==> config.mk <==
export PLATFORM = sky130hd
export DESIGN_NAME = dqpi_channel
export DESIGN_NICKNAME = d
export VERILOG_FILES = /design/src/hw/rtl/dqpi_pkg.sv /design/src/hw/rtl/dqpi_channel.sv
export SDC_FILE = /design/constraint.sdc
export NUM_CORES = 2
export LEC_CHECK = 0
export BUFFER_PORTS_ARGS = -buffer_cell sky130_fd_sc_hd__buf_2
export CAP_MARGIN = 15
export CORE_MARGIN = 3
export CORE_UTILIZATION = 68
export DETAILED_ROUTE_END_ITERATION = 6
export PLACE_DENSITY_LB_ADDON = 0.2
export SETUP_SLACK_MARGIN = 0.3
export SLEW_MARGIN = 10
export SYNTH_ARGS = -nofsm -noshare
export SYNTH_HDL_FRONTEND = slang
export SYNTH_SLANG_ARGS = --single-unit
==> constraint.sdc <==
create_clock -name clk -period 79.3 [get_ports clk]
set_input_delay 11.895 -clock clk [delete_from_list [all_inputs] [get_ports clk]]
set_output_delay 11.895 -clock clk [all_outputs]
set_load 0.01 [all_outputs]
==> src/hw/rtl/dqpi_pkg.sv <==
`timescale 1ns / 1ps

package dqpi_pkg;

  // data path widths
  localparam int DATA_WIDTH     = 16;
  localparam int GAIN_FRAC_BITS = 8;
  localparam int LIMIT_WIDTH    = DATA_WIDTH - 1;
  localparam int GAIN_WIDTH     = 16;
  localparam int ERR_WIDTH      = DATA_WIDTH + 1;
  localparam int PROD_WIDTH     = ERR_WIDTH + GAIN_WIDTH + 1;
  localparam int SCALED_WIDTH   = PROD_WIDTH - GAIN_FRAC_BITS;
  localparam int SUM_WIDTH      = SCALED_WIDTH + 1;

  // configuration port
  localparam int CFG_INDEX_WIDTH = 2;
  localparam int CFG_DATA_WIDTH  = GAIN_WIDTH;

  typedef enum logic [CFG_INDEX_WIDTH-1:0] {
    REG_CURRENT_LIMIT = 2'd0,
    REG_VOLTAGE_LIMIT = 2'd1,
    REG_PROP_GAIN     = 2'd2,
    REG_INTEG_GAIN    = 2'd3
  } reg_index_t;

  localparam logic [LIMIT_WIDTH-1:0] CURRENT_LIMIT_RESET = '1;
  localparam logic [LIMIT_WIDTH-1:0] VOLTAGE_LIMIT_RESET = '1;
  localparam logic [GAIN_WIDTH-1:0]  PROP_GAIN_RESET     = GAIN_WIDTH'(1 << GAIN_FRAC_BITS);
  localparam logic [GAIN_WIDTH-1:0]  INTEG_GAIN_RESET    = '0;

  typedef struct packed {
    logic [LIMIT_WIDTH-1:0] current_limit;
    logic [LIMIT_WIDTH-1:0] voltage_limit;
    logic [GAIN_WIDTH-1:0]  prop_gain;
    logic [GAIN_WIDTH-1:0]  integ_gain;
  } cfg_t;

  typedef struct packed {
    logic signed [DATA_WIDTH-1:0] q_target;
    logic signed [DATA_WIDTH-1:0] d_target;
    logic signed [DATA_WIDTH-1:0] q_measured;
    logic signed [DATA_WIDTH-1:0] d_measured;
  } in_item_t;

  typedef struct packed {
    logic signed [DATA_WIDTH-1:0] q_voltage;
    logic signed [DATA_WIDTH-1:0] d_voltage;
  } out_item_t;

  // symmetric clamp of a wide sum to +/- lim
  function automatic logic signed [DATA_WIDTH-1:0] clamp_sym(
    input logic signed [SUM_WIDTH-1:0] x,
    input logic [LIMIT_WIDTH-1:0] lim
  );
    logic signed [SUM_WIDTH-1:0] lim_pos;
    logic signed [SUM_WIDTH-1:0] lim_neg;
    logic signed [DATA_WIDTH-1:0] res;
    lim_pos = SUM_WIDTH'($signed({1'b0, lim}));
    lim_neg = -lim_pos;
    if (x > lim_pos) begin
      res = lim_pos[DATA_WIDTH-1:0];
    end else if (x < lim_neg) begin
      res = lim_neg[DATA_WIDTH-1:0];
    end else begin
      res = x[DATA_WIDTH-1:0];
    end
    return res;
  endfunction

endpackage

==> src/hw/rtl/dqpi_channel.sv <==
`timescale 1ns / 1ps

module dqpi_channel (
  input  logic                                   clk,
  input  logic                                   rst,
  input  logic                                   update,
  input  dqpi_pkg::cfg_t                         cfg,
  input  logic signed [dqpi_pkg::DATA_WIDTH-1:0] target,
  input  logic signed [dqpi_pkg::DATA_WIDTH-1:0] measured,
  output logic signed [dqpi_pkg::DATA_WIDTH-1:0] voltage
);

  logic signed [dqpi_pkg::DATA_WIDTH-1:0]   integrator;
  logic signed [dqpi_pkg::DATA_WIDTH-1:0]   integrator_next;
  logic signed [dqpi_pkg::DATA_WIDTH-1:0]   last_voltage;
  logic signed [dqpi_pkg::DATA_WIDTH-1:0]   target_clamped;
  logic signed [dqpi_pkg::DATA_WIDTH-1:0]   vlim;
  logic signed [dqpi_pkg::ERR_WIDTH-1:0]    err;
  logic signed [dqpi_pkg::PROD_WIDTH-1:0]   prop_prod;
  logic signed [dqpi_pkg::PROD_WIDTH-1:0]   integ_prod;
  logic signed [dqpi_pkg::SCALED_WIDTH-1:0] prop_term;
  logic signed [dqpi_pkg::SCALED_WIDTH-1:0] integ_term;
  logic signed [dqpi_pkg::SUM_WIDTH-1:0]    integ_sum;
  logic signed [dqpi_pkg::SUM_WIDTH-1:0]    out_sum;
  logic                                     hold;

  // target clamp and exact error
  assign target_clamped = dqpi_pkg::clamp_sym(dqpi_pkg::SUM_WIDTH'(target), cfg.current_limit);
  assign err = dqpi_pkg::ERR_WIDTH'(target_clamped) - dqpi_pkg::ERR_WIDTH'(measured);

  // gain products, arithmetic shift floors toward minus infinity
  assign prop_prod  = dqpi_pkg::PROD_WIDTH'(err)
                    * dqpi_pkg::PROD_WIDTH'($signed({1'b0, cfg.prop_gain}));
  assign integ_prod = dqpi_pkg::PROD_WIDTH'(err)
                    * dqpi_pkg::PROD_WIDTH'($signed({1'b0, cfg.integ_gain}));
  assign prop_term  = dqpi_pkg::SCALED_WIDTH'(prop_prod >>> dqpi_pkg::GAIN_FRAC_BITS);
  assign integ_term = dqpi_pkg::SCALED_WIDTH'(integ_prod >>> dqpi_pkg::GAIN_FRAC_BITS);

  // anti-windup: skip integration while pushing further into saturation
  assign vlim = $signed({1'b0, cfg.voltage_limit});
  assign hold = ((last_voltage >= vlim) && (err > 0))
             || ((last_voltage <= -vlim) && (err < 0));

  // integrator and output clamps
  always_comb begin
    integ_sum = dqpi_pkg::SUM_WIDTH'(integrator);
    if (!hold) begin
      integ_sum = dqpi_pkg::SUM_WIDTH'(integrator) + dqpi_pkg::SUM_WIDTH'(integ_term);
    end
    integrator_next = dqpi_pkg::clamp_sym(integ_sum, cfg.voltage_limit);
    out_sum = dqpi_pkg::SUM_WIDTH'(prop_term) + dqpi_pkg::SUM_WIDTH'(integrator_next);
    voltage = dqpi_pkg::clamp_sym(out_sum, cfg.voltage_limit);
  end

  // channel state, advanced once per transaction
  always_ff @(posedge clk) begin
    if (rst) begin
      integrator   <= '0;
      last_voltage <= '0;
    end else if (update) begin
      integrator   <= integrator_next;
      last_voltage <= voltage;
    end
  end

`ifndef NO_ASSERTIONS
  a_last_in_limit: assert property (@(posedge clk) disable iff (rst)
    update |=> (last_voltage <= $past(vlim)) && (last_voltage >= -$past(vlim)))
    else $error("voltage command outside voltage limit");

  a_integ_in_limit: assert property (@(posedge clk) disable iff (rst)
    update |=> (integrator <= $past(vlim)) && (integrator >= -$past(vlim)))
    else $error("integrator outside voltage limit");

  a_state_held: assert property (@(posedge clk) disable iff (rst)
    !update |=> $stable(integrator) && $stable(last_voltage))
    else $error("channel state changed without a transaction");
`endif

endmodule
### Word-level counts from Yosys, hierarchy flattened

Cells that the tools add are included.

| operators by class | value |
|---|---|
| reduce and logical (&&, ||, !) cells | 3 |
| order comparisons | 10 |
| multipliers | 2 |
| add/subtract/negate cells | 6 |
| muxes and demuxes | 7 |

Operators with widths:

| kind | number |
|---|---|
| 16-bit 2-to-1 mux | 6 |
| 17-bit by 17-bit multiplier with 34-bit output | 2 |
| 27-bit by 16-bit > comparator with 1-bit output | 2 |
| 27-bit < comparator | 2 |
| 15-bit negation with 27-bit output | 2 |
| 16-bit by 26-bit adder with 27-bit output | 1 |
| 26-bit by 16-bit adder with 27-bit output | 1 |
| 16-bit by 27-bit < comparator with 1-bit output | 1 |
| 27-bit 2-to-1 mux | 1 |
| 17-bit by 1-bit > comparator with 1-bit output (second input constant) | 1 |
| 17-bit by 1-bit < comparator with 1-bit output (second input constant) | 1 |
| 16-bit by 16-bit subtractor with 17-bit output | 1 |
| 16-bit >= comparator | 1 |
| 16-bit > comparator | 1 |
| 16-bit <= comparator | 1 |
| 15-bit negation with 16-bit output | 1 |
| 1-bit logical AND | 2 |
| 1-bit logical OR | 1 |

| storage, ports and cells | value |
|---|---|
| output and inout port bits | 16 |
| flip-flop bits (word level) | 32 |
| input port bits | 97 |
| logic and storage cells | 30 |

### Logic depth before layout (Yosys ltp)

| logic depth | value |
|---|---|
| depth in word-level cells | 16 |
| depth in mapped cells | 115 |
| depth with buffers taken out | 107 |

### Least setup slack after synthesis

Ideal clock, no wire load.

| timing path | value |
|---|---|
| kind | in2out |
| from | input cfg[48] (netlist name) |
| to | output voltage[1] (netlist name) |
| required time | 67.405 ns |
| data arrival time | 32.241 ns |
| path slack | 35.164 ns |
| stages on the path | 102 |
| buffers on the path | 8 |
| cell sequence | inv_1 -> nand3_1 -> or3_1 -> or3_1 -> or3_1 -> nand2b_1 -> clkbuf_1 -> nor4_1 -> xnor2_1 -> ha_1 -> a21o_1 -> a21o_1 -> a21o_1 -> a21o_1 -> a21o_1 -> a21oi_1 -> nor2b_1 -> o21ai_0 -> (+66 left out) -> and3_1 -> mux2i_1 -> a31oi_2 -> o21a_1 -> or3_1 -> and2_1 -> ha_1 -> a21oi_1 -> nor2b_1 -> o21ai_0 -> nand2b_1 -> a21oi_1 -> o31ai_1 -> a22oi_1 -> buf_1 -> clkbuf_1 -> mux2_2 -> mux2_4 |

| between the ends | value |
|---|---|
| cells in the longest elaborated chain, start to end | 16 |
| elaborated cells between the ends (all ways) | 24 |
| classes of those cells | 4 x add/sub; 2 x mul; 8 x order compare; 7 x mux; 3 x reduce/logical |

RTL lines:

| element | line | RTL |
|---|---|---|
| from (decl) | dqpi_channel.sv:7 | `input dqpi_pkg::cfg_t cfg,` |
| 15-bit negation with 27-bit output | dqpi_pkg.sv:59 | `lim_neg = -lim_pos;` |
| 16-bit by 27-bit < comparator with 1-bit output | dqpi_pkg.sv:62 | `end else if (x < lim_neg) begin` |
| 16-bit 2-to-1 mux | dqpi_pkg.sv:62 |  |
| 16-bit 2-to-1 mux * | dqpi_pkg.sv:60 | `if (x > lim_pos) begin` |
| 16-bit by 16-bit subtractor with 17-bit output * | dqpi_channel.sv:29 | `assign err = dqpi_pkg::ERR_WIDTH'(target_clamped) - dqpi_pkg::ERR_WIDTH'(measured);` |
| parallel branches: the longest is 3 deep, another holds 17-bit by 17-bit multiplier with 34-bit output | -- |  |
| 27-bit 2-to-1 mux * | dqpi_channel.sv:47 | `if (!hold) begin` |
| 27-bit < comparator | dqpi_pkg.sv:62 |  |
| 16-bit 2-to-1 mux | dqpi_pkg.sv:62 |  |
| 16-bit 2-to-1 mux * | dqpi_pkg.sv:60 |  |
| via integrator_next, one bit | dqpi_channel.sv:14 | `logic signed [dqpi_pkg::DATA_WIDTH-1:0] integrator_next;` |
| 26-bit by 16-bit adder with 27-bit output * | dqpi_channel.sv:51 | `out_sum = dqpi_pkg::SUM_WIDTH'(prop_term) + dqpi_pkg::SUM_WIDTH'(integrator_next);` |
| 27-bit < comparator | dqpi_pkg.sv:62 |  |
| 16-bit 2-to-1 mux | dqpi_pkg.sv:62 |  |
| 16-bit 2-to-1 mux * | dqpi_pkg.sv:60 |  |
| to (decl) | dqpi_channel.sv:10 | `output logic signed [dqpi_pkg::DATA_WIDTH-1:0] voltage` |

Mark *: on every way through the listed nets, which the timed path passes.

### Worst setup path after layout

| timing path | value |
|---|---|
| from | input cfg[49] (netlist name) |
| to | output voltage[7] (netlist name) |

The elaborated chain is that of the path after synthesis.

==> impl_metrics.csv <==
group,metric,value,unit
route,drt_iter0_markers,2253,
critical_path,cp_slowest_cell,"or4b_1",
clock_network,clk_pin_slew,60,ps
timing,finalMaxSlewViolations,0,
yosys,yosys.area_share.simple,0.180,
critical_path,critPathRequiredTime,67410,ps
global_routing,grt_pass1_vias,26123,
yosys,ys_warn_count,0,
layout,drive_above_1_share,0.0567,
clock_network,cts_tree,"yes",
floorplan,std_cell_rows,77,
global_routing,grt_pass1_wl,129000,um
route,drcViolationCount,0,
layout,antenna_cells,0,
route,firstDrtPassIters,7,
timing,grt_setup_unrepaired,"false",
clock_network,cts_resized,0,
route,vias,26107,
clock_network,cts-root-buf,"clkbuf_16",
layout,layout_common_cells,"754 x inv_1, 552 x fa_1, 394 x ha_1, 393 x nand2_1, 161 x and2_1",
layout,final_common_cell,"inv_1",
timing,setup_viol,0,
timing,tightest_slew,990,ps
critical_path,cpPeakStageDelay,800,ps
timing,finalCritPeriodShare,0.601,
outcome,status,"completed",
yosys,syn-instance-count,3759,
min_path,min-delay-path-class,"flop to flop",
layout,syn2layout_area_growth,3.73,%
critical_path,end_kind,"primary output",
clock_network,cts_setup_buffers,0,
global_routing,grt_overflow,0,
timing,fin_skew,7.05,ps
timing,fin_crit,47670,ps
global_routing,grt_antenna_before_repair,0,
yosys,synthXorXnorAreaFrac,0.0379,
floorplan,ios,113,
route,avgRoutedWirePerCell,18.2,um
timing,setup_tns,0,ps
clock_network,cts_hold_buf,0,
clock_network,cts_buffer_depth,2,
timing,fmax,21.0,MHz
yosys,synthesis.area,31200,um^2
route,wirelength,78900,um
clock_network,clock_sinks,32,
floorplan,dieHeight,220,um
timing,max-slew-margin-rel,0.340,
layout,fillers,3567,
yosys,synth_top_family_by_area,"adder cells",
yosys,muxShareOfSynthArea,0.0183,
critical_path,cp.arrival,35770,ps
floorplan,start_util,0.697,
yosys,synth_cell_types,90,
global_routing,groute.usage.overall,0.331,
yosys,synthFlopType,"dfxtp_1",
timing,finalHoldViolations,0,
place,place.gp.congestion,0.945,
yosys,synth_edf_count,0,
critical_path,critPathKind,"input port to primary output",
clock_network,cts-htree-levels,2,
yosys,synth_fa_ha_area_frac,0.512,
yosys,synth_nets,4802,
yosys,synthArstFlopShare,0,
run,cap_viol_max_count,0,
route,route.antenna.remaining_nets,0,
global_routing,grt_max_degree,41,
floorplan,die_width,220,um
clock_network,clk_latency,290,ps
critical_path,cp_common_cell,"a21oi_1",
place,dp_hpwl,64200,um
yosys,seq_area_frac_synth,0.0205,
yosys,ys_ff_latch,32,
critical_path,start_kind,"input port",
clock_network,cts_made_buffers,5,
place,portBuffers,112,
yosys,synth.avg_cell_area,8.31,um^2
layout,final_nets,4798,
route,viasPerCell,6.01,
yosys,synth_compound_area_frac,0.121,
floorplan,dieArea,48500,um^2
critical_path,cp_max_fo,35,
floorplan,core,44800,um^2
[final cells by class]
type	count	area, um^2	share of cell area
Inverter	755	2830	0.0875
Sequential cell	32	641	0.0198
Timing Repair Buffer	143	793	0.0245
Clock buffer	6	129	0.00398
Tap cell	592	741	0.0229
Multi-Input combinational cell	2818	27200	0.841
Clock inverter	1	5.00	0.000155
[per-stage QoR]
| stage | cell area [um^2] | hold slack, ps | cells | worst slack, ps | util |
|---|---|---|---|---|---|
| floorplan | 31200 | 476 | 3759 | 35160 | - |
| global placement | 32300 | 495 | 4340 | 33040 | 0.720 |
| detailed placement | 32300 | 499 | 4340 | 32340 | 0.720 |
| CTS | 32400 | 509 | 4347 | 32260 | 0.723 |
| global route | 32400 | 548 | 4347 | 30430 | 0.723 |
| finish | 32400 | 513 | 4347 | 31630 | 0.723 |
[worst paths after layout]
| check | start | cells after the start | slack (ps) | to |
|---|---|---|---|---|
| min reg2reg | integrator[8] | 2 | 510 | integrator[8] |
| min | integrator[8] | 2 | 510 | integrator[8] |
| max | cfg[49] | 96 | 31630 | voltage[7] |
| max reg2reg | last_voltage[5] | 43 | 66780 | last_voltage[15] |
[cells in the mapped netlist (all sizes together) (6+ instances only)]
cell type | instances | area share
mux2i | 30 | 0.0096
a211o | 13 | 0.0036
and3 | 91 | 0.018
xnor2 | 99 | 0.028
o2111ai | 9 | 0.0025
nand2b | 48 | 0.0096
o21bai | 15 | 0.0036
nand2 | 394 | 0.047
or2 | 10 | 0.0021
a31oi | 10 | 0.0024
xor2 | 36 | 0.010
buf | 11 | 0.0018
o211a | 6 | 0.0022
o31a | 7 | 0.0020
a311oi | 7 | 0.0020
dfxtp | 32 | 0.021
nor4 | 7 | 0.0014
nor3 | 80 | 0.013
a21oi | 154 | 0.025
and2 | 165 | 0.033
nor2b | 75 | 0.015
inv | 755 | 0.091
nand4 | 30 | 0.0060
ha | 394 | 0.16
a211oi | 19 | 0.0047
fa | 552 | 0.35
nand3 | 32 | 0.0051
o211ai | 24 | 0.0058
clkbuf | 143 | 0.017
or3 | 26 | 0.0052
a21o | 73 | 0.018
o21ai | 97 | 0.016
o21a | 49 | 0.012
nor2 | 149 | 0.018
o22ai | 8 | 0.0018
o221ai | 11 | 0.0031
a2111oi | 7 | 0.0036
o31ai | 13 | 0.0037
mux2 | 21 | 0.0087
[worst max-delay path: cells and delay by family]
| kind | cells | cell delay [ps] |
|---|---|---|
| buffers and inverters | 10 | 1270 |
| AO/OA/AOI/OAI | 40 | 9140 |
| AND/OR/NAND/NOR | 27 | 7410 |
| multiplexers | 3 | 970 |
| XOR/XNOR | 3 | 400 |
| adder cells (fa/ha/maj) | 13 | 4600 |
[sequential cells by signal, summed over array words and instances (netlist names)]
| signal | count |
|---|---|
| integrator | 16 |
| last_voltage | 16 |
[layer usage]
metal	track usage	up-vias	wire, um
met5	0	-	0
met4	0.122	0	3350
met3	0.0503	207	7100
met2	0.530	1224	36200
met1	0.458	12674	32300
li1	-	12002	-
[cells by family (layout without fill, tap and decap cells)]
group	count (synthesis)	count (layout)
simple gates	1129	1129
fa+ha+maj	946	946
buf+inv	909	905
compound gates	557	557
xor+xnor	135	135
mux	51	51
flops	32	32
Power is not shown: default switching activity piles up to over one toggle a cycle in this logic, so the estimate is an artifact.
