[src/hw/rtl/dqpi_pkg.sv]
`timescale 1ns / 1ps

package dqpi_pkg;

  // data path widths
  localparam int DATA_WIDTH     = 16;
  localparam int GAIN_FRAC_BITS = 8;
  localparam int LIMIT_WIDTH    = DATA_WIDTH - 1;
  localparam int GAIN_WIDTH     = 16;
  localparam int ERR_WIDTH      = DATA_WIDTH + 1;
  localparam int PROD_WIDTH     = ERR_WIDTH + GAIN_WIDTH + 1;
  localparam int SCALED_WIDTH   = PROD_WIDTH - GAIN_FRAC_BITS;
  localparam int SUM_WIDTH      = SCALED_WIDTH + 1;

  // configuration port
  localparam int CFG_INDEX_WIDTH = 2;
  localparam int CFG_DATA_WIDTH  = GAIN_WIDTH;

  typedef enum logic [CFG_INDEX_WIDTH-1:0] {
    REG_CURRENT_LIMIT = 2'd0,
    REG_VOLTAGE_LIMIT = 2'd1,
    REG_PROP_GAIN     = 2'd2,
    REG_INTEG_GAIN    = 2'd3
  } reg_index_t;

  localparam logic [LIMIT_WIDTH-1:0] CURRENT_LIMIT_RESET = '1;
  localparam logic [LIMIT_WIDTH-1:0] VOLTAGE_LIMIT_RESET = '1;
  localparam logic [GAIN_WIDTH-1:0]  PROP_GAIN_RESET     = GAIN_WIDTH'(1 << GAIN_FRAC_BITS);
  localparam logic [GAIN_WIDTH-1:0]  INTEG_GAIN_RESET    = '0;

  typedef struct packed {
    logic [LIMIT_WIDTH-1:0] current_limit;
    logic [LIMIT_WIDTH-1:0] voltage_limit;
    logic [GAIN_WIDTH-1:0]  prop_gain;
    logic [GAIN_WIDTH-1:0]  integ_gain;
  } cfg_t;

  typedef struct packed {
    logic signed [DATA_WIDTH-1:0] q_target;
    logic signed [DATA_WIDTH-1:0] d_target;
    logic signed [DATA_WIDTH-1:0] q_measured;
    logic signed [DATA_WIDTH-1:0] d_measured;
  } in_item_t;

  typedef struct packed {
    logic signed [DATA_WIDTH-1:0] q_voltage;
    logic signed [DATA_WIDTH-1:0] d_voltage;
  } out_item_t;

  // symmetric clamp of a wide sum to +/- lim
  function automatic logic signed [DATA_WIDTH-1:0] clamp_sym(
    input logic signed [SUM_WIDTH-1:0] x,
    input logic [LIMIT_WIDTH-1:0] lim
  );
    logic signed [SUM_WIDTH-1:0] lim_pos;
    logic signed [SUM_WIDTH-1:0] lim_neg;
    logic signed [DATA_WIDTH-1:0] res;
    lim_pos = SUM_WIDTH'($signed({1'b0, lim}));
    lim_neg = -lim_pos;
    if (x > lim_pos) begin
      res = lim_pos[DATA_WIDTH-1:0];
    end else if (x < lim_neg) begin
      res = lim_neg[DATA_WIDTH-1:0];
    end else begin
      res = x[DATA_WIDTH-1:0];
    end
    return res;
  endfunction

endpackage

[src/hw/rtl/dqpi_config.sv]
`timescale 1ns / 1ps

module dqpi_config (
  input  logic                                  clk,
  input  logic                                  rst,
  input  logic                                  cfg_write,
  input  logic [dqpi_pkg::CFG_INDEX_WIDTH-1:0]  cfg_index,
  input  logic [dqpi_pkg::CFG_DATA_WIDTH-1:0]   cfg_data,
  output dqpi_pkg::cfg_t                        cfg
);

  // register file, extra data bits dropped
  always_ff @(posedge clk) begin
    if (rst) begin
      cfg.current_limit <= dqpi_pkg::CURRENT_LIMIT_RESET;
      cfg.voltage_limit <= dqpi_pkg::VOLTAGE_LIMIT_RESET;
      cfg.prop_gain     <= dqpi_pkg::PROP_GAIN_RESET;
      cfg.integ_gain    <= dqpi_pkg::INTEG_GAIN_RESET;
    end else if (cfg_write) begin
      case (dqpi_pkg::reg_index_t'(cfg_index))
        dqpi_pkg::REG_CURRENT_LIMIT: begin
          cfg.current_limit <= cfg_data[dqpi_pkg::LIMIT_WIDTH-1:0];
        end
        dqpi_pkg::REG_VOLTAGE_LIMIT: begin
          cfg.voltage_limit <= cfg_data[dqpi_pkg::LIMIT_WIDTH-1:0];
        end
        dqpi_pkg::REG_PROP_GAIN: begin
          cfg.prop_gain <= cfg_data[dqpi_pkg::GAIN_WIDTH-1:0];
        end
        dqpi_pkg::REG_INTEG_GAIN: begin
          cfg.integ_gain <= cfg_data[dqpi_pkg::GAIN_WIDTH-1:0];
        end
        default: begin
        end
      endcase
    end
  end

endmodule

[config.mk]
export PLATFORM = sky130hd
export DESIGN_NAME = dqpi_config
export DESIGN_NICKNAME = d
export VERILOG_FILES = /design/src/hw/rtl/dqpi_pkg.sv /design/src/hw/rtl/dqpi_config.sv
export SDC_FILE = /design/constraint.sdc
export NUM_CORES = 1
export LEC_CHECK = 0
export BUFFER_PORTS_ARGS = -buffer_cell sky130_fd_sc_hd__clkbuf_2
export CAP_MARGIN = 40
export CORE_UTILIZATION = 49
export DETAILED_ROUTE_END_ITERATION = 12
export HOLD_SLACK_MARGIN = 0.05
export MAX_ROUTING_LAYER = met4
export PLACE_DENSITY = 0.78
export SLEW_MARGIN = 0
export SYNTH_ARGS = -nofsm -noshare
export SYNTH_HDL_FRONTEND = slang
export SYNTH_SLANG_ARGS = --single-unit
[constraint.sdc]
create_clock -name clk -period 1.06 [get_ports clk]
set_clock_uncertainty 0.2 [all_clocks]
set_input_delay 0.053 -clock clk [delete_from_list [all_inputs] [get_ports clk]]
set_output_delay 0.053 -clock clk [all_outputs]
set_load 0.1 [all_outputs]
==> qor.txt, run 1 <==
Depth of the CTS H-tree - 3
Cell at the root of the clock tree - sky130_fd_sc_hd__clkbuf_8
Type of pin the worst path ends at - output port
Distinct cell type count of the synthesized netlist - 13
Largest net degree at the start of global routing - 33
Cell Area, Synth - 2470 sq um
Total number of clock tree sinks - 62
Dpl hpwl - 4920 um
Effective utilization at floorplan - 51.7%
Share of the yosys chip area belonging to registers - 50.2%
Quantity of gates resized following cts - 0
Input/output buffers - 82
Gp weighted congestion - 0.766
Worst_ep grt - cfg[59]
Portion of synthesized cell area occupied by the leading cell type - 50.2%
Post-Syn Nets - 259
Seq cells post-synth - 62
Post-Syn Instances - 238
Horizontal die dimension - 73.1 um
# IOs - 83
Average size of a mapped cell - 10.4 sq um
Setup slack at placement - -0.121 ns
Number of clock buffers inserted by TritonCTS - 9
Die height - 73.1 um
DP Area - 4160 sq um
Error Message - [ERROR DPL-0038] Utilization greater than 100%, impossible to legalize
Cell Rows - 25
Syn. warnings - 0
Status - did not finish
CTS Buffer Depth - 2
Largest cells by area after synthesis - sky130_fd_sc_hd__dfxtp_1 (50%), sky130_fd_sc_hd__mux2i_1 (25%), sky130_fd_sc_hd__nand2b_1 (12%)
Last step reached - 5_1_grt
Largest area contributor in the synthesized netlist - sky130_fd_sc_hd__dfxtp_1
[cell usage after synthesis]
cell	instances
sky130_fd_sc_hd__buf_8	1
sky130_fd_sc_hd__nand3_2	1
sky130_fd_sc_hd__buf_6	3
sky130_fd_sc_hd__nor3b_1	1
sky130_fd_sc_hd__clkbuf_1	5
sky130_fd_sc_hd__dfxtp_1	62
sky130_fd_sc_hd__nand2b_1	47
sky130_fd_sc_hd__nor2_1	46
sky130_fd_sc_hd__buf_4	2
sky130_fd_sc_hd__buf_2	6
sky130_fd_sc_hd__mux2i_1	62
sky130_fd_sc_hd__nand3b_1	1
sky130_fd_sc_hd__and3b_1	1
[kinds of logic after synthesis]
logic type             Yosys count  share of synthesized area [%]
buffers and inverters           17                           4.55
multiplexers                    62                           25.1
AND/OR/NAND/NOR                 97                           20.2
flip-flops                      62                           50.2
[stage by stage]
| step | utilization, % | TNS (ns) | instances |
|---|---|---|---|
| CTS | 96.4 | -4.93 | 419 |
| detailed placement | 86.8 | -1.48 | 379 |
| global placement | 86.8 | -0.200 | 379 |
| floorplan | - | 0 | 238 |
[what timing repair did]
item | 4_1_cts
hold buffers | 16
setup endpoints to repair | 62
buffers inserted | 10
endpoints found under the hold margin | 62
==> run 2: changes to the inputs <==
CORE_UTILIZATION = 40   (was 49)
HOLD_SLACK_MARGIN = default   (was 0.05)
MAX_ROUTING_LAYER = default   (was met4)
PLACE_DENSITY = default   (was 0.78)
PLACE_DENSITY_LB_ADDON = 0.15   (was default)
==> run 2 against run 1 <==
Compared with the run above: the flow now finishes, with violations (negative setup slack); area after synthesis unchanged; synthesized cell count unchanged.
==> qor.txt, run 2 <==
Met2 demand-to-capacity share in global routing - 31.3%
CTS Buffer Depth - 2 (unchanged)
Number of antenna repair diodes - 0
Portion of synthesized cell area occupied by the leading cell type - 50.2% (unchanged)
Net switching share of the total power - 31.0%
RSZ-0062 raised after global routing - true
CP bufs+invs - 1
Input/output buffers - 82 (unchanged)
Seq cells post-synth - 62 (unchanged)
Max IR drop VDD - 1.16 mV
Number of hold violations in the final report - 0
Worst Setup Path Type - flop to output port
Die height - 80.7 um (+10%)
Achievable clock frequency - 894 MHz
Total number of clock tree sinks - 62 (unchanged)
PD cells - 1250 nW/um^2
Power after layout - 5.67 mW
Share of the yosys chip area belonging to registers - 50.2% (unchanged)
Cell Area, Synth - 2470 sq um (unchanged)
Tightest slew margin relative to the limit - 83.7%
Largest incremental delay on the critical path - 0.37 ns
Most frequent standard cell in the layout excluding fill and tap cells - sky130_fd_sc_hd__buf_12
Worst EP required - 0.81 ns
Most used cells in the layout excluding fill and tap cells - sky130_fd_sc_hd__buf_12 (67), sky130_fd_sc_hd__mux2i_1 (62), sky130_fd_sc_hd__dfxtp_4 (62), sky130_fd_sc_hd__nand2b_1 (47), sky130_fd_sc_hd__nor2_1 (45)
Clock Latency Late Sink - 0.32 ns
Power spent charging and discharging nets - 1.76 mW
Pre-antenna DRT Iters - 4
P_int - 3.91 mW
Crit path max fanout - 2
Share of total power in the clock network - 33.3%
Leak Pwr - 1.96 nW
CP startpoint kind - flop
Tot GR Track Use - 20.0%
Area of the placeable core - 5960 sq um
Number of clock buffers inserted by TritonCTS - 9 (unchanged)
Dpl hpwl - 4070 um (-17%)
Crit path max-delay family - flip-flops
Fraction of met3 tracks used by global routing - 5.11%
Largest cells by area after synthesis - sky130_fd_sc_hd__dfxtp_1 (50%), sky130_fd_sc_hd__mux2i_1 (25%), sky130_fd_sc_hd__nand2b_1 (12%)
Number of nets with antenna violations after detailed routing - 0
Leading post-synthesis cells by instance count - sky130_fd_sc_hd__dfxtp_1 (62), sky130_fd_sc_hd__mux2i_1 (62), sky130_fd_sc_hd__nand2b_1 (47)
Post-Syn Instances - 238 (unchanged)
Antenna violations before repair - 0
Worst hold path class - primary input to flop
Share of synthesized registers carrying an async set or reset - 0% (unchanged)
Die Outline Area - 6510 sq um
Layout-stage area growth over the synthesis result - 83.4%
Fraction of the cycle the final worst path needs - 106%
Post-Syn Nets - 259 (unchanged)
Count of unresolved DRC violations after routing - 0
Largest net degree at the start of global routing - 33
Depth of the CTS H-tree - 3 (unchanged)
Distinct cell type count of the synthesized netlist - 13 (unchanged)
Horizontal die dimension - 80.7 um (+10%)
# nets final - 364
Largest register by flop count - cfg
Syn. warnings - 0 (unchanged)
Cell-by-cell trace of the critical path - buf_12
Met1 usage in global routing - 25.9%
Part of the total power dissipated in combinational logic - 24.2%
Prevailing post-synth register cell - sky130_fd_sc_hd__dfxtp_1
Min Tclk post-route - 1.12 ns
Setup slack at placement - -0.0660 ns (+0.0555 ns)
Cell at the root of the clock tree - sky130_fd_sc_hd__clkbuf_8
Number of max-capacitance violations reported - 0
Violated checks - negative setup slack
# IOs - 83 (unchanged)
Number of global-route vias before repair - 1959
Via count normalized by instance count - 4.56
CP Capture Type - output port
Worst setup slack after layout - -0.0584 ns
Number of enable flip-flop cells after synthesis - 0 (unchanged)
Post-route cell area - 4540 sq um
Fraction of final layout cells sized beyond drive strength 1 - 49.7%
Clock tree from TritonCTS - built
Cell Rows - 28 (+12%)
Max-slew violation count - 0
Largest registers - cfg: 62 flops
Clk pin slew, worst setup/hold paths - 0.07 ns
Gp weighted congestion - 0.720 (-6.1%)
Overflow left after global routing - 0
Slowest cell on the critical path - sky130_fd_sc_hd__dfxtp_4
Status - finished, violations left
Average size of a mapped cell - 10.4 sq um (unchanged)
Largest area contributor in the synthesized netlist - sky130_fd_sc_hd__dfxtp_1
Via count - 1928
Effective utilization at floorplan - 41.6% (-10 points)
Final Util - 76.2%
First-pass GRT wire length - 9710 um
Average wire per standard cell - 13.9 um
Share of power burned in registers - 42.5%
Starting DRT DRC Count - 69
Grt peak-use layer - met2
Sum of routed wire length over all layers - 5880 um
Arrival time of data at the critical path endpoint - 0.87 ns
DP Area - 4170 sq um (+0.42%)
Transition time at the pin with the least slew margin - 0.243 ns
Number of flip-flops under the largest register name - 62
Count of endpoints failing setup in the final report - 62
## run 2: per-layer routing
layer  vias to the layer above  wire length [um]
met2                        49              2760
met5                         -                 0
met3                        10               237
li1                        993                 -
met1                       876              2800
met4                         0                87
## run 2: layout make-up
type / count / area, sq um
Timing Repair Buffer: 111 / 1660
Sequential cell: 62 / 1470
Fill cell: 394 / 1420
Multi-Input combinational cell: 159 / 1130
Clock buffer: 10 / 128
Tap cell: 75 / 93.8
Clock inverter: 6 / 52.6
## run 2: final timing paths
| kind | start | to | slack, ns | depth (start not counted) |
|---|---|---|---|---|
| hold / removal | cfg_index[1] | cfg[2] | 0.03 | 4 |
| setup reg to reg | cfg[11] | cfg[11] | 0.14 | 3 |
| hold reg to reg | cfg[6] | cfg[6] | 0.31 | 2 |
| setup / recovery | cfg[24] | cfg[24] | -0.06 | 1 |
## run 2: cells by family (layout without fill, tap and decap cells)
| logic type | Yosys count | in the layout | synth area share [%] |
|---|---|---|---|
| multiplexers | 62 | 62 | 25.1 |
| buffers and inverters | 17 | 127 | 4.55 |
| flip-flops | 62 | 62 | 50.2 |
| AND/OR/NAND/NOR | 97 | 97 | 20.2 |
## run 2: through the flow
stage / hold slack (ns) / std cells / TNS [ns]
2_1_floorplan: -0.00547 / 238 / 0
3_5_place_dp: 0.125 / 388 / -1.16
6_report: 0.0287 / 423 / -2.41
5_1_grt: 0.0300 / 423 / -4.63
4_1_cts: 0.0152 / 422 / -3.68
3_3_place_gp: 0.103 / 388 / -0.394
## run 2: what timing repair did
item | CTS | global route
pin swaps | 0 | 0
hold endpoints to repair | 62 | 0
hold buffers | 16 | 0
endpoints found under the setup margin | 62 | 65
buffers inserted | 2 | 1
resized for setup | 0 | 1
## run 2: power groups by stage
stage | Clock (mW) | Sequential (mW) | Combinational [mW]
floorplan | 0 | 3.02 | 0.252
global placement | 0 | 2.46 | 1.31
detailed placement | 0 | 2.46 | 1.32
CTS | 1.96 | 2.41 | 1.38
global route | 2.07 | 2.42 | 1.43
finish | 1.89 | 2.41 | 1.38
Note: power is estimated with default switching activity, not from simulation.
==> run 3: changes to the inputs <==
CORE_MARGIN = 2   (was default)
==> run 3 against run 2 <==
Compared with the run above: the flow still finishes with violations (negative setup slack); sequential power about the same; utilization hardly changed; combinational power barely moved; largest power group unchanged; highest routed layer unchanged.
==> qor.txt, run 3 (synthesis results as in run 2) <==
Overflow left after global routing - 0 (unchanged)
Depth of the CTS H-tree - 3 (unchanged)
Most frequent standard cell in the layout excluding fill and tap cells - sky130_fd_sc_hd__buf_12
Transition time at the pin with the least slew margin - 0.226 ns (-0.0165 ns)
Max IR drop VDD - 0.952 mV (-18%)
Achievable clock frequency - 889 MHz (-0.59%)
Number of clock buffers inserted by TritonCTS - 9 (unchanged)
Clk pin slew, worst setup/hold paths - 0.06 ns (about the same)
Tot GR Track Use - 19.6% (-0.43 points)
Most used cells in the layout excluding fill and tap cells - sky130_fd_sc_hd__buf_12 (68), sky130_fd_sc_hd__mux2i_1 (62), sky130_fd_sc_hd__dfxtp_4 (62), sky130_fd_sc_hd__nand2b_1 (47), sky130_fd_sc_hd__nor2_1 (45)
Worst Setup Path Type - flop to output port
Status - finished, violations left
Die height - 82.7 um (+2.5%)
Count of unresolved DRC violations after routing - 0 (unchanged)
Worst hold path class - primary input to flop
Number of hold violations in the final report - 0 (unchanged)
Max-slew violation count - 0 (unchanged)
Antenna violations before repair - 0 (unchanged)
Beginning of the worst register-to-register path - cfg[11]
Setup slack at placement - -0.0820 ns (-0.0160 ns)
Number of global-route vias before repair - 1955 (-0.20%)
Arrival time of data at the critical path endpoint - 0.87 ns (about the same)
# nets final - 367 (+0.82%)
Startpoint of the lowest-slack hold path - cfg_write
Fraction of final layout cells sized beyond drive strength 1 - 49.6% (-0.14 points)
Leak Pwr - 1.96 nW (about the same)
Via count normalized by instance count - 4.63 (+1.7%)
Fraction of the cycle the final worst path needs - 106% (+0.63 points)
Largest incremental delay on the critical path - 0.37 ns (about the same)
Clock tree from TritonCTS - built
Violated checks - negative setup slack
Clock Latency Late Sink - 0.33 ns (about the same)
Layout-stage area growth over the synthesis result - 83.3% (about the same)
CP Capture Type - output port
Worst-case hold slack - 0.0327 ns (+0.00398 ns)
CTS Buffer Depth - 2 (unchanged)
Largest register by flop count - cfg
Area of the placeable core - 5960 sq um (unchanged)
Dpl hpwl - 4210 um (+3.5%)
Number of antenna repair diodes - 0 (unchanged)
Input/output buffers - 82 (unchanged)
Slowest cell on the critical path - sky130_fd_sc_hd__dfxtp_4
Starting DRT DRC Count - 79 (+14%)
# IOs - 83 (unchanged)
Worst setup slack after layout - -0.0651 ns (-0.00666 ns)
Sum of routed wire length over all layers - 6020 um (+2.5%)
Total number of clock tree sinks - 62 (unchanged)
Crit path max-delay family - flip-flops
Die Outline Area - 6830 sq um (+5.0%)
Pre-antenna DRT Iters - 4 (unchanged)
CP startpoint kind - flop
Number of flip-flops under the largest register name - 62 (unchanged)
Effective utilization at floorplan - 41.6% (unchanged)
Horizontal die dimension - 82.7 um (+2.5%)
Crit path max fanout - 2 (unchanged)
Cell at the root of the clock tree - sky130_fd_sc_hd__clkbuf_8
Cell Rows - 28 (unchanged)
Worst EP required - 0.81 ns (about the same)
Min Tclk post-route - 1.13 ns (+0.00666 ns)
Number of max-capacitance violations reported - 0 (unchanged)
Gp weighted congestion - 0.710 (-1.3%)
CP bufs+invs - 1 (unchanged)
Count of endpoints failing setup in the final report - 62 (unchanged)
PD cells - 1190 nW/um^2 (-5.1%)
RSZ-0062 raised after global routing - true
First-pass GRT wire length - 9770 um (+0.64%)
Via count - 1965 (+1.9%)
Number of nets with antenna violations after detailed routing - 0 (unchanged)
Cell-by-cell trace of the critical path - buf_12
Tightest slew margin relative to the limit - 84.8% (+1.1 points)
Average wire per standard cell - 14.2 um (+2.3%)
Largest net degree at the start of global routing - 46 (+39%)
Setup crit start - cfg[24]
Largest registers - cfg: 62 flops
-- run 3: changes by cell type in the layout (fill, tap and decap cells not counted) --
| cell | previous run | this run |
|---|---|---|
| sky130_fd_sc_hd__buf_4 | 8 | 10 |
| sky130_fd_sc_hd__clkinv_2 | 3 | 1 |
| sky130_fd_sc_hd__buf_12 | 67 | 68 |
| sky130_fd_sc_hd__bufinv_16 | 1 | 0 |
| sky130_fd_sc_hd__clkinv_1 | 2 | 3 |
-- run 3: timing repair --
action,in CTS,in global routing
buffers inserted,5,1
pin swaps,0,0
resized for setup,0,1
setup endpoints to repair,62,65
hold buffers,16,0
endpoints found under the hold margin,62,0
-- run 3: routing by layer --
metal | GRT usage, % | wire, um | up-vias
li1 | - | - | 1001
met1 | 25.7 | 2690 | 890
met2 | 29.5 | 2920 | 64
met3 | 7.93 | 349 | 10
met4 | 5.90 | 65 | 0
met5 | 0 | 0 | -
-- run 3: per-stage QoR --
| stage | cells | TNS (ns) | total power [mW] | utilization, % | area (sq um) |
|---|---|---|---|---|---|
| after floorplan | 238 | 0 | 3.27 | - | 2710 |
| after global placement | 388 | -0.220 | 3.78 | 70.3 | 4190 |
| after detailed placement | 388 | -0.935 | 3.79 | 70.3 | 4190 |
| after CTS | 423 | -4.05 | 5.45 | 76.0 | 4530 |
| after global routing | 424 | -5.09 | 5.62 | 76.2 | 4540 |
| final | 424 | -2.95 | 5.38 | 76.2 | 4540 |
-- run 3: worst paths after layout --
check / to / slack [ns] / cells after the start
min: cfg[3] / 0.03 / 4
max: cfg[24] / -0.07 / 1
max reg2reg: cfg[11] / 0.12 / 3
min reg2reg: cfg[28] / 0.30 / 2
-- run 3: final cells by class --
| type | count | area, sq um |
|---|---|---|
| clock inverters | 4 | 16.3 |
| clock buffers | 10 | 128 |
| flip-flops and latches | 62 | 1470 |
| multi-input cells | 159 | 1130 |
| repair buffers | 114 | 1700 |
| fillers | 392 | 1420 |
| well taps | 75 | 93.8 |
-- run 3: report_power, final --
part	internal [mW]	leakage [nW]	total, mW	switching (mW)
logic	0.547	1.35	1.39	0.843
clock network	0.792	0.0745	1.58	0.789
registers	2.32	0.527	2.41	0.0903
total	3.66	1.96	5.38	1.72
==> run 4: changes to the inputs <==
ABC_AREA = 1   (was default)
ABC_CLOCK_PERIOD_IN_PS = 1060   (was default)
==> run 4 against run 3 <==
Compared with the run above: the run ends with negative hold slack, negative setup slack left; combinational power is 39% higher; non-clock buffer count is 1 higher; clock power is 4% higher; area after synthesis is 2.3% lower; largest power group unchanged.
==> qor.txt, run 4 <==
Status - finished, violations left
Violated checks - negative hold slack, negative setup slack
CP bufs+invs - 1 (unchanged)
Clock tree from TritonCTS - built
Cell at the root of the clock tree - sky130_fd_sc_hd__clkbuf_8
Leak Pwr - 2.15 nW (+9.8%)
Seq cells post-synth - 62 (unchanged)
RSZ-0062 raised after global routing - true
Largest area contributor in the synthesized netlist - sky130_fd_sc_hd__dfxtp_1
Worst setup slack after layout - -0.0557 ns (+0.00939 ns)
Most frequent standard cell in the layout excluding fill and tap cells - sky130_fd_sc_hd__nand2_1
Depth of the CTS H-tree - 3 (unchanged)
Via count normalized by instance count - 4.73 (+2.0%)
Transition time at the pin with the least slew margin - 0.289 ns (+0.0623 ns)
Syn. warnings - 0 (unchanged)
Minimum setup slack among reg-to-reg paths - 0.08 ns (-0.04 ns)
Min Tclk post-route - 1.12 ns (-0.00939 ns)
Max IR drop VDD - 0.775 mV (-19%)
Largest incremental delay on the critical path - 0.37 ns (about the same)
Number of enable flip-flop cells after synthesis - 0 (unchanged)
Portion of synthesized cell area occupied by the leading cell type - 51.3% (+1.2 points)
Cell Area, Synth - 2420 sq um (-2.3%)
Dpl hpwl - 4800 um (+14%)
Startpoint of the lowest-slack hold path - rst
Number of hold violations in the final report - 61 (+61)
Critical register-to-register path endpoint - cfg[10]
Number of global-route vias before repair - 2215 (+13%)
Max-slew violation count - 0 (unchanged)
Sum of routed wire length over all layers - 6900 um (+15%)
Clk pin slew, worst setup/hold paths - 0.06 ns (about the same)
DP Area - 4120 sq um (-1.6%)
Tightest slew margin relative to the limit - 80.7% (-4.2 points)
Via count - 2478 (+26%)
Count of endpoints failing setup in the final report - 62 (unchanged)
Overflow left after global routing - 0 (unchanged)
Worst EP required - 0.81 ns (about the same)
Slowest cell on the critical path - sky130_fd_sc_hd__dfxtp_4
Number of nets with antenna violations after detailed routing - 0 (unchanged)
# nets final - 465 (+27%)
Largest cells by area after synthesis - sky130_fd_sc_hd__dfxtp_1 (51%), sky130_fd_sc_hd__nand2_1 (15%), sky130_fd_sc_hd__nand3_1 (9.9%)
Tot GR Track Use - 22.1% (+2.5 points)
Largest net degree at the start of global routing - 37 (-20%)
Prevailing post-synth register cell - sky130_fd_sc_hd__dfxtp_1
Number of flip-flops under the largest register name - 62 (unchanged)
Area of the multi-input gates - 950 sq um (-16%)
Distinct cell type count of the synthesized netlist - 13 (unchanged)
Crit path max-delay family - flip-flops
# IOs - 83 (unchanged)
Largest register by flop count - cfg
Number of antenna repair diodes - 0 (unchanged)
Share of synthesized registers carrying an async set or reset - 0% (unchanged)
Share of the yosys chip area belonging to registers - 51.3% (+1.2 points)
Cell with the most instances after synthesis - sky130_fd_sc_hd__nand2_1
Achievable clock frequency - 896 MHz (+0.84%)
Layout-stage area growth over the synthesis result - 85.1%
Pre-antenna DRT Iters - 4 (unchanged)
Filler-free cell count of the finished design - 524 (+24%)
Cell Rows - 28 (unchanged)
Number of clock buffers inserted by TritonCTS - 9 (unchanged)
Number of fill cells - 412 (+5.1%)
Number of max-capacitance violations reported - 0 (unchanged)
Fraction of the cycle the final worst path needs - 105% (-0.89 points)
Hold_buf cts - 18 (+2)
Input/output buffers - 82 (unchanged)
CTS Buffer Depth - 2 (unchanged)
Clock Latency Late Sink - 0.32 ns (about the same)
Largest registers - cfg: 62 flops
CP startpoint kind - flop
Antenna violations before repair - 0 (unchanged)
First-pass GRT wire length - 10900 um (+11%)
Post-route cell area - 4480 sq um (-1.3%)
FF+latch area - 1470 sq um (-0.17%)
Setup total negative slack - -2.75 ns (+0.204 ns)
Total number of clock tree sinks - 62 (unchanged)
CP Capture Type - output port
Crit path max fanout - 2 (unchanged)
Average wire per standard cell - 13.2 um (-7.3%)
Starting DRT DRC Count - 210 (+170%)
Post-Syn Instances - 340 (+43%)
Fraction of final layout cells sized beyond drive strength 1 - 38.3% (-11 points)
Hold Path Sink - cfg[51]
Arrival time of data at the critical path endpoint - 0.86 ns (about the same)
Cell-by-cell trace of the critical path - buf_12
Most used cells in the layout excluding fill and tap cells - sky130_fd_sc_hd__nand2_1 (93), sky130_fd_sc_hd__buf_12 (66), sky130_fd_sc_hd__nor2_1 (62), sky130_fd_sc_hd__dfxtp_4 (61), sky130_fd_sc_hd__nand3_1 (48)
Path depth of the worst reg2reg path - 5 (+2)
Worst hold path class - primary input to flop
Leading post-synthesis cells by instance count - sky130_fd_sc_hd__nand2_1 (94), sky130_fd_sc_hd__dfxtp_1 (62), sky130_fd_sc_hd__nor2_1 (62)
Die height - 81.8 um (-1.1%)
Cell count of the worst hold path - 4 (unchanged)
Effective utilization at floorplan - 41.1% (-0.46 points)
Count of unresolved DRC violations after routing - 0 (unchanged)
Placed cell count - 486 (+25%)
Worst-case hold slack - -0.0737 ns (-0.106 ns)
Die Outline Area - 6680 sq um (-2.2%)
Worst Setup Path Type - flop to output port
PD cells - 1360 nW/um^2 (+15%)
Worst path depth - 1 (unchanged)
Gp weighted congestion - 0.751 (+5.7%)
Horizontal die dimension - 81.8 um (-1.1%)
Area of the placeable core - 5890 sq um (-1.2%)
Beginning of the worst register-to-register path - cfg[10]
Post-Syn Nets - 361 (+39%)
Average size of a mapped cell - 7.11 sq um (-32%)
## run 4: changes by cell type after synthesis, sizes merged
cell	previous run	this run
and3b	1	0
nor2	46	63
nand4	0	16
nand3	1	49
inv	0	34
nand2b	47	0
nor3b	1	0
buf	12	13
mux2i	62	0
nand2	0	94
clkbuf	5	9
nand3b	1	0
## run 4: how the worst max path moves through the flow
stage          slack [ns]         start  endpoint
2_1_floorplan       -0.11       cfg[21]   cfg[21]
3_3_place_gp        0.004  cfg_index[0]   cfg[17]
3_5_place_dp        -0.04  cfg_index[0]   cfg[23]
4_1_cts             -0.07       cfg[20]   cfg[20]
5_1_grt             -0.09       cfg[40]   cfg[40]
6_report            -0.06       cfg[24]   cfg[24]
## run 4: where the power goes
| group | leakage (nW) | internal (mW) | total (mW) | switching (mW) |
|---|---|---|---|---|
| registers | 0.530 | 2.39 | 2.52 | 0.131 |
| logic | 1.54 | 0.679 | 1.93 | 1.25 |
| clock network | 0.0741 | 0.828 | 1.64 | 0.808 |
## run 4: routing by layer
layer | up-vias | share of wire, % | global-route usage, % | routed length (um)
met4 | 0 | 1.7 | 9.00 | 114
li1 | 1276 | - | - | -
met2 | 65 | 51 | 36.5 | 3530
met1 | 1127 | 41 | 26.7 | 2850
met3 | 10 | 5.9 | 6.81 | 409
met5 | - | 0 | 0 | 0
## run 4: through the flow
step	util, %	setup WS (ns)	power (mW)	hold slack [ns]
after CTS	75.8	-0.0710	6.13	-0.0865
after floorplan	-	-0.106	3.69	-0.0134
final	76.1	-0.0557	6.08	-0.0737
after detailed placement	69.9	-0.0437	4.44	0.128
after global routing	76.1	-0.0874	6.35	-0.0771
after global placement	69.9	0.00404	4.42	0.118
## run 4: what timing repair did
action	in CTS	in global routing
resized for setup	0	0
hold endpoints to repair	62	51
buffers inserted	2	2
endpoints found under the setup margin	62	62
## run 4: cells by family after synthesis
logic type             synth area share (%)
AND/OR/NAND/NOR                        39.2
flip-flops                             51.3
buffers and inverters                  9.52
## run 4: cell type report
type	instances	share of cell area (%)
clock buffers	13	3.10
clock inverters	3	0.252
inverters	34	2.85
multi-input cells	222	21.2
flip-flops and latches	62	32.9
well taps	75	2.10
repair buffers	115	37.6
